### config.mk
export PLATFORM = sky130hd
export DESIGN_NAME = byte_delta_patch_decoder_unit
export DESIGN_NICKNAME = d
export VERILOG_FILES = /design/src/hw/rtl/bdp_pkg.sv /design/src/hw/rtl/byte_delta_patch_decoder_unit.sv /design/src/hw/rtl/bdp_in_stage.sv /design/src/hw/rtl/bdp_decode.sv /design/src/hw/rtl/bdp_out_stage.sv
export SDC_FILE = /design/constraint.sdc
export NUM_CORES = 1
export LEC_CHECK = 0
export ABC_AREA = 1
export BUFFER_PORTS_ARGS = -buffer_cell sky130_fd_sc_hd__clkbuf_2
export CAP_MARGIN = 20
export CORE_MARGIN = 3
export CORE_UTILIZATION = 45
export DETAILED_ROUTE_END_ITERATION = 10
export SLEW_MARGIN = 5
export SYNTH_ARGS = -nofsm -noshare
export SYNTH_HDL_FRONTEND = slang
export SYNTH_SLANG_ARGS = --single-unit
### constraint.sdc
create_clock -name clock -period 9.19 [get_ports clock]
set_input_delay 0.919 -clock clock [delete_from_list [all_inputs] [get_ports clock]]
set_output_delay 0.919 -clock clock [all_outputs]
set_load 0.005 [all_outputs]
### src/hw/rtl/bdp_pkg.sv
// shared types and constants for the byte delta patch decoder
// no dependencies; imported by every module of the block

package bdp_pkg;

   localparam int MAX_BLOCK = 65536;
   localparam int POS_W     = $clog2(MAX_BLOCK + 1);
   localparam int CSR_W     = 17;
   localparam int ACC_W     = 21;
   localparam int GRP_W     = 2;
   localparam int SUM_W     = ACC_W + 1;
   localparam int ADDR_W    = 16;

   // last LEB128 group; a continuation bit on this group is a format error
   localparam logic [GRP_W-1:0] LAST_GROUP = GRP_W'(2);

   typedef enum logic [3:0] {
      PH_SKIP    = 4'b0001,
      PH_LCOUNT  = 4'b0010,
      PH_LITERAL = 4'b0100,
      PH_DONE    = 4'b1000
   } phase_type;

   typedef struct packed {
      logic       start_new;
      logic [7:0] delta_byte;
   } req_type;

   typedef struct packed {
      logic              write_valid;
      logic [ADDR_W-1:0] write_address;
      logic [7:0]        write_data;
      logic              block_done;
      logic              format_error;
   } rsp_type;

   // input register contents handed to the decode stage
   typedef struct packed {
      logic    valid;
      req_type data;
   } stage_type;

   // decode result handed to the output register
   typedef struct packed {
      logic    valid;
      rsp_type data;
   } result_type;

endpackage

### src/hw/rtl/byte_delta_patch_decoder_unit.sv
// Byte delta patch decoder: takes a delta stream one byte per transfer and
// turns literal bytes into buffer writes, marking block completion and format
// errors. Each accepted byte passes the input register, a combinational decode
// against the stream state, and the result register, so a byte is accepted
// every cycle and its result (if any) is presented on the result port from the
// result register; only a stall on the result side slows the input.
// block_size must be written while the stream is idle.
// depends on bdp_pkg, bdp_in_stage, bdp_decode, bdp_out_stage

module byte_delta_patch_decoder_unit
   import bdp_pkg::*;
(
   input  logic             clock,
   input  logic             reset,
   input  logic             req_valid,
   output logic             req_stall,
   input  req_type          req_data,
   output logic             rsp_valid,
   input  logic             rsp_stall,
   output rsp_type          rsp_data,
   input  logic             csr_write_enable,
   input  logic [CSR_W-1:0] csr_write_data
);

   logic [CSR_W-1:0] block_size_ff;
   logic [CSR_W-1:0] block_size_in;
   logic [POS_W-1:0] size;
   logic             take;
   stage_type        stage;
   result_type       result;

   assign block_size_in = csr_write_enable ? csr_write_data : block_size_ff;

   always_ff @(posedge clock) begin
      if (reset) begin
         block_size_ff <= CSR_W'(MAX_BLOCK);
      end else begin
         block_size_ff <= block_size_in;
      end
   end

   // effective size is limited to the largest supported buffer
   assign size = (32'(block_size_ff) > 32'(MAX_BLOCK)) ? POS_W'(MAX_BLOCK)
                                                        : POS_W'(block_size_ff);

   bdp_in_stage u_in_stage (
      .clock     (clock),
      .reset     (reset),
      .req_valid (req_valid),
      .req_stall (req_stall),
      .req_data  (req_data),
      .take      (take),
      .stage     (stage)
   );

   bdp_decode u_decode (
      .clock  (clock),
      .reset  (reset),
      .stage  (stage),
      .take   (take),
      .size   (size),
      .result (result)
   );

   bdp_out_stage u_out_stage (
      .clock     (clock),
      .reset     (reset),
      .result    (result),
      .take      (take),
      .rsp_valid (rsp_valid),
      .rsp_stall (rsp_stall),
      .rsp_data  (rsp_data)
   );

endmodule

### src/hw/rtl/bdp_in_stage.sv
// input register of the byte delta patch decoder
// depends on bdp_pkg

module bdp_in_stage
   import bdp_pkg::*;
(
   input  logic      clock,
   input  logic      reset,
   input  logic      req_valid,
   output logic      req_stall,
   input  req_type   req_data,
   input  logic      take,
   output stage_type stage
);

   logic    in_valid_ff;
   logic    in_valid_in;
   req_type in_data_ff;

   // held item moves on whenever the decode stage can take it
   assign req_stall   = in_valid_ff && !take;
   assign in_valid_in = req_stall ? in_valid_ff : req_valid;

   always_ff @(posedge clock) begin
      if (reset) begin
         in_valid_ff <= 1'b0;
      end else begin
         in_valid_ff <= in_valid_in;
      end
   end

   always_ff @(posedge clock) begin
      if (req_valid && !req_stall) begin
         in_data_ff <= req_data;
      end
   end

   assign stage.valid = in_valid_ff;
   assign stage.data  = in_data_ff;

endmodule

### src/hw/rtl/bdp_decode.sv
// stream state and per-byte decode of the byte delta patch decoder
// depends on bdp_pkg

module bdp_decode
   import bdp_pkg::*;
(
   input  logic             clock,
   input  logic             reset,
   input  stage_type        stage,
   input  logic             take,
   input  logic [POS_W-1:0] size,
   output result_type       result
);

   phase_type        phase_ff, phase_in;
   logic [ACC_W-1:0] acc_ff, acc_in;
   logic [GRP_W-1:0] grp_ff, grp_in;
   logic [POS_W-1:0] pos_ff, pos_in;
   logic [POS_W-1:0] lit_ff, lit_in;
   logic             err_ff, err_in;

   phase_type        cur_phase;
   logic [ACC_W-1:0] cur_acc;
   logic [GRP_W-1:0] cur_grp;
   logic [POS_W-1:0] cur_pos;
   logic [POS_W-1:0] cur_lit;
   logic             cur_err;

   logic             go;
   logic [7:0]       byte_v;
   logic [ACC_W-1:0] acc_new;
   logic [SUM_W-1:0] end_sum;
   logic [POS_W-1:0] pos_inc;
   logic [POS_W-1:0] lit_dec;
   rsp_type          res;
   logic             res_valid;

   assign go     = stage.valid && take;
   assign byte_v = stage.data.delta_byte;

   // a start flag clears the stream before the byte is handled
   always_comb begin
      if (stage.data.start_new) begin
         cur_phase = PH_SKIP;
         cur_acc   = '0;
         cur_grp   = '0;
         cur_pos   = '0;
         cur_lit   = '0;
         cur_err   = 1'b0;
      end else begin
         cur_phase = phase_ff;
         cur_acc   = acc_ff;
         cur_grp   = grp_ff;
         cur_pos   = pos_ff;
         cur_lit   = lit_ff;
         cur_err   = err_ff;
      end
   end

   // place the 7-bit group at its LEB128 position
   always_comb begin
      case (cur_grp)
         2'd0:    acc_new = cur_acc | {14'd0, byte_v[6:0]};
         2'd1:    acc_new = cur_acc | {7'd0, byte_v[6:0], 7'd0};
         2'd2:    acc_new = cur_acc | {byte_v[6:0], 14'd0};
         default: acc_new = cur_acc;
      endcase
   end

   assign end_sum = SUM_W'(cur_pos) + SUM_W'(acc_new);
   assign pos_inc = cur_pos + POS_W'(1);
   assign lit_dec = cur_lit - POS_W'(1);

   always_comb begin
      phase_in  = cur_phase;
      acc_in    = cur_acc;
      grp_in    = cur_grp;
      pos_in    = cur_pos;
      lit_in    = cur_lit;
      err_in    = cur_err;
      res_valid = 1'b0;
      res       = '0;
      if (cur_err || cur_phase == PH_DONE) begin
         // ignored until the next start flag
      end else if (cur_pos >= size) begin
         // buffer already covered: byte is dropped and block done is reported
         phase_in       = PH_DONE;
         res_valid      = 1'b1;
         res.block_done = 1'b1;
      end else begin
         case (cur_phase)
            PH_LITERAL: begin
               pos_in            = pos_inc;
               lit_in            = lit_dec;
               res_valid         = 1'b1;
               res.write_valid   = 1'b1;
               res.write_address = cur_pos[ADDR_W-1:0];
               res.write_data    = byte_v;
               if (pos_inc >= size) begin
                  phase_in       = PH_DONE;
                  res.block_done = 1'b1;
               end else if (lit_dec == '0) begin
                  phase_in = PH_SKIP;
               end
            end
            PH_SKIP, PH_LCOUNT: begin
               acc_in = acc_new;
               if (byte_v[7]) begin
                  if (cur_grp >= LAST_GROUP) begin
                     err_in           = 1'b1;
                     res_valid        = 1'b1;
                     res.format_error = 1'b1;
                  end else begin
                     grp_in = cur_grp + GRP_W'(1);
                  end
               end else if (end_sum > SUM_W'(size)) begin
                  err_in           = 1'b1;
                  res_valid        = 1'b1;
                  res.format_error = 1'b1;
               end else begin
                  acc_in = '0;
                  grp_in = '0;
                  if (cur_phase == PH_SKIP) begin
                     pos_in = end_sum[POS_W-1:0];
                     if (end_sum == SUM_W'(size)) begin
                        phase_in       = PH_DONE;
                        res_valid      = 1'b1;
                        res.block_done = 1'b1;
                     end else begin
                        phase_in = PH_LCOUNT;
                     end
                  end else begin
                     // count fits the buffer, so it fits the position width
                     lit_in   = acc_new[POS_W-1:0];
                     phase_in = (acc_new == '0) ? PH_SKIP : PH_LITERAL;
                  end
               end
            end
            default: begin
            end
         endcase
      end
   end

   always_ff @(posedge clock) begin
      if (reset) begin
         phase_ff <= PH_SKIP;
         acc_ff   <= '0;
         grp_ff   <= '0;
         pos_ff   <= '0;
         lit_ff   <= '0;
         err_ff   <= 1'b0;
      end else if (go) begin
         phase_ff <= phase_in;
         acc_ff   <= acc_in;
         grp_ff   <= grp_in;
         pos_ff   <= pos_in;
         lit_ff   <= lit_in;
         err_ff   <= err_in;
      end
   end

   assign result.valid = go && res_valid;
   assign result.data  = res;

   a_err_sticky: assert property (@(posedge clock) disable iff (reset)
      err_ff && !(go && stage.data.start_new) |=> err_ff)
      else $error("error flag dropped without a start flag");

   a_done_holds: assert property (@(posedge clock) disable iff (reset)
      phase_ff == PH_DONE && !(go && stage.data.start_new) |=> phase_ff == PH_DONE)
      else $error("done phase left without a start flag");

   a_write_in_range: assert property (@(posedge clock) disable iff (reset)
      result.valid && result.data.write_valid |-> cur_pos < size)
      else $error("literal write beyond the buffer");

   a_err_no_write: assert property (@(posedge clock) disable iff (reset)
      result.valid && result.data.format_error |=> err_ff)
      else $error("format error reported but not recorded");

endmodule

### src/hw/rtl/bdp_out_stage.sv
// result register of the byte delta patch decoder
// depends on bdp_pkg

module bdp_out_stage
   import bdp_pkg::*;
(
   input  logic       clock,
   input  logic       reset,
   input  result_type result,
   output logic       take,
   output logic       rsp_valid,
   input  logic       rsp_stall,
   output rsp_type    rsp_data
);

   logic    rsp_valid_ff;
   logic    rsp_valid_in;
   rsp_type rsp_data_ff;

   // register is free when empty or its transfer completes this cycle
   assign take         = !rsp_valid_ff || !rsp_stall;
   assign rsp_valid_in = take ? result.valid : rsp_valid_ff;

   always_ff @(posedge clock) begin
      if (reset) begin
         rsp_valid_ff <= 1'b0;
      end else begin
         rsp_valid_ff <= rsp_valid_in;
      end
   end

   always_ff @(posedge clock) begin
      if (take && result.valid) begin
         rsp_data_ff <= result.data;
      end
   end

   assign rsp_valid = rsp_valid_ff;
   assign rsp_data  = rsp_data_ff;

endmodule
==> results.yml <==
cells_and_area:
  drive_above_1_share_pct: 9.61
  nets: 1634
  syn_to_final_growth_pct: 11.1
  layout_common_cells: "nand2_1 (341), inv_1 (162), a21oi_1 (157), o21ai_0 (142), nor2_1 (138)"
  utilization_pct: 51.6
  diodes: 0
  layout_commonest_cell: "nand2_1"
global_route:
  grt_first_pass_wirelength_um: 56300
  gr-usage-all-layers_pct: 30.2
  grt_pass1_vias: 9468
  antenna_found_initial: 0
  overflow: 0
  grt_max_degree: 69
detailed_routing:
  firstDrtPassIters: 5
  drcViolationCount: 0
  via_count: 10600
  ant_nets: 0
  viasPerCell: 5.84
  totalWireLength_um: 36600
  drtIter0Drc: 1271
  post_drt_wl_per_cell_um: 20.2
placed_design:
  hpwl_um: 27000
  portBuffers: 59
  place.gp.congestion: 0.941
sta:
  max_slew.worst_pin.slew_ns: 1.10
  clock_skew_ns: 0.0197
  hold_violations: 0
  slew_viol_final: 0
  fin_crit_sh_pct: 84.7
  fin_crit_ns: 7.78
  tns_ns: 0
  fmax_mhz: 128
  rsz0062_at_grt: "false"
  slew_headroom_pct: 26.3
  finalSetupViolCount: 0
power:
  p_sw_share_pct: 37.8
  leakage_uw: 0.00517
  power_switching_uw: 725
  power_density_mw_per_mm2: 174
  p_clk_share_pct: 38.8
  internal_power_uw: 1190
  peakVddDrop_mv: 0.111
  sequentialPowerShare_pct: 30.7
  pwr-share-comb_pct: 30.5
setup_path:
  startpoint: "u_in_stage.stage[8]"
  required_ns: 9.35
  max_stage_delay_ns: 0.86
  setup.worst_path.class: "flop to flop"
  cp_max_fo: 53
  worstSetupStartpointType: "flop"
  r2r-start: "u_in_stage.stage[8]"
  end_kind: "flop"
  cp_slowest_cell: "edfxtp_1"
  cp_num_buf_inv: 6
  crit_family: "simple AND/OR/NAND/NOR gates"
  arrival_ns: 7.94
clock_network:
  cts_sinks: 117
  cts-hold-fix-buffers: 0
  cts_tree: "built"
  numCtsBuffers: 17
  h-tree-depth: 4
  post_cts_buffers: 0
  cts-root-buf: "clkbuf_16"
  clock_path_buffers: 2
  cts_resized: 0
  clock_latency_ns: 0.44
  clk_pin_slew_ns: 0.08
floorplan:
  die_width_um: 154
  core_mm2: 0.0214
  std_cell_rows: 53
  die-area_mm2: 0.0238
  fp.dieH_um: 154
  io_pins: 60
  initial_core_util_pct: 46.4
yosys:
  syn_area_mm2: 0.00991
  ys_seq_area_share_pct: 27.3
  synth.distinct_cells: 52
  avgSynthCellArea_um2: 6.62
  syn_inst: 1498
  yosys_most_used_dff: "dfxtp_1"
  synth-edff-count: 36
  synth_seq_cells: 117
  async_flop_share_pct: 0
  synthesis.nets: 1605
  yosys_warnings: 0
run:
  drv_cap: 0
hold_path:
  hp-class: "flop to flop"
  hold_start: "u_decode.acc_ff[20]"
run_status:
  status: "completed"
==> metal layers <==
layer | global-route usage [%] | part of all wire (%)
met1 | 43.9 | 45
met2 | 44.4 | 42
met3 | 7.58 | 11
met4 | 8.54 | 2.4
met5 | 0 | 0
==> synth_stat cells (7+ instances only) <==
cell type / count / share of area (%)
nand2_1: 342 / 13
inv_1: 163 / 6.2
a21oi_1: 157 / 7.9
o21ai_0: 142 / 7.2
nor2_1: 139 / 5.3
dfxtp_1: 81 / 16
nand3_1: 76 / 3.8
ha_1: 75 / 9.5
clkbuf_1: 42 / 1.6
xor2_1: 37 / 3.3
edfxtp_1: 36 / 11
nand4_1: 20 / 1.3
o211ai_1: 19 / 1.4
nor3_1: 16 / 0.81
o22ai_1: 15 / 0.95
o221ai_1: 13 / 1.1
a31oi_1: 12 / 0.76
buf_2: 12 / 0.61
nor4_1: 11 / 0.69
a221oi_1: 10 / 0.88
nand2_2: 9 / 0.57
xnor2_1: 7 / 0.62
==> through the flow <==
step	setup slack, ns	instances	hold WS (ns)	cell area (um^2)	total power, uW
after global placement	1.98	1783	0.452	10400	1170
after floorplan	3.66	1498	0.445	9910	989
after detailed placement	1.70	1783	0.455	10400	1160
after CTS	1.64	1815	0.465	11000	1900
after global routing	0.958	1815	0.477	11000	2000
final	1.41	1815	0.465	11000	1920
==> area by class of cell <==
| type | count | area, um^2 |
|---|---|---|
| well taps | 275 | 344 |
| flip-flops and latches | 117 | 2700 |
| fillers | 2190 | 10300 |
| clock buffers | 17 | 425 |
| repair buffers | 74 | 408 |
| clock inverters | 15 | 204 |
| multi-input cells | 1143 | 6270 |
| inverters | 174 | 659 |
==> worst paths after layout <==
kind / cells after the start / endpoint / slack (ns)
worst max-delay path: 27 / u_out_stage.rsp_data[20] / 1.41
worst max register to register: 27 / u_out_stage.rsp_data[20] / 1.41
worst min-delay path: 2 / u_decode.acc_ff[20] / 0.46
worst min register to register: 2 / u_decode.acc_ff[20] / 0.46
==> kinds of logic after synthesis <==
logic type	count (synthesis)	share of synthesized area [%]
AND/OR/NAND/NOR	640	28.0
buffers and inverters	238	9.61
XOR/XNOR	44	3.89
flip-flops	117	27.3
AO/OA/AOI/OAI	383	21.6
adder cells (fa/ha/maj)	76	9.67
==> state kept, by name, summed over array words and instances, names as in the netlist <==
signal / flops
u_decode.lit_ff: 17
u_decode.grp_ff: 2
u_in_stage.stage: 9
u_out_stage.rsp_data: 27
u_out_stage.rsp_valid: 1
block_size_ff: 17
u_decode.phase_ff: 4
u_decode.acc_ff: 21
u_decode.err_ff: 1
u_decode.pos_ff: 17
u_in_stage.in_valid_ff: 1
==> tightest hold or removal path, stage by stage, from the launching register on <==
cell and delay (ns):
dfxtp_1 0.31, nand2_1 0.06, a21oi_1 0.06
==> power by group through the flow <==
| stage | sequential (uW) | combinational (uW) | clock [uW] |
|---|---|---|---|
| after floorplan | 595 | 395 | 0 |
| after global placement | 598 | 569 | 0 |
| after detailed placement | 599 | 565 | 0 |
| after CTS | 588 | 568 | 748 |
| after global routing | 592 | 642 | 769 |
| final | 588 | 584 | 743 |
Power figures use the tool's default switching activity.
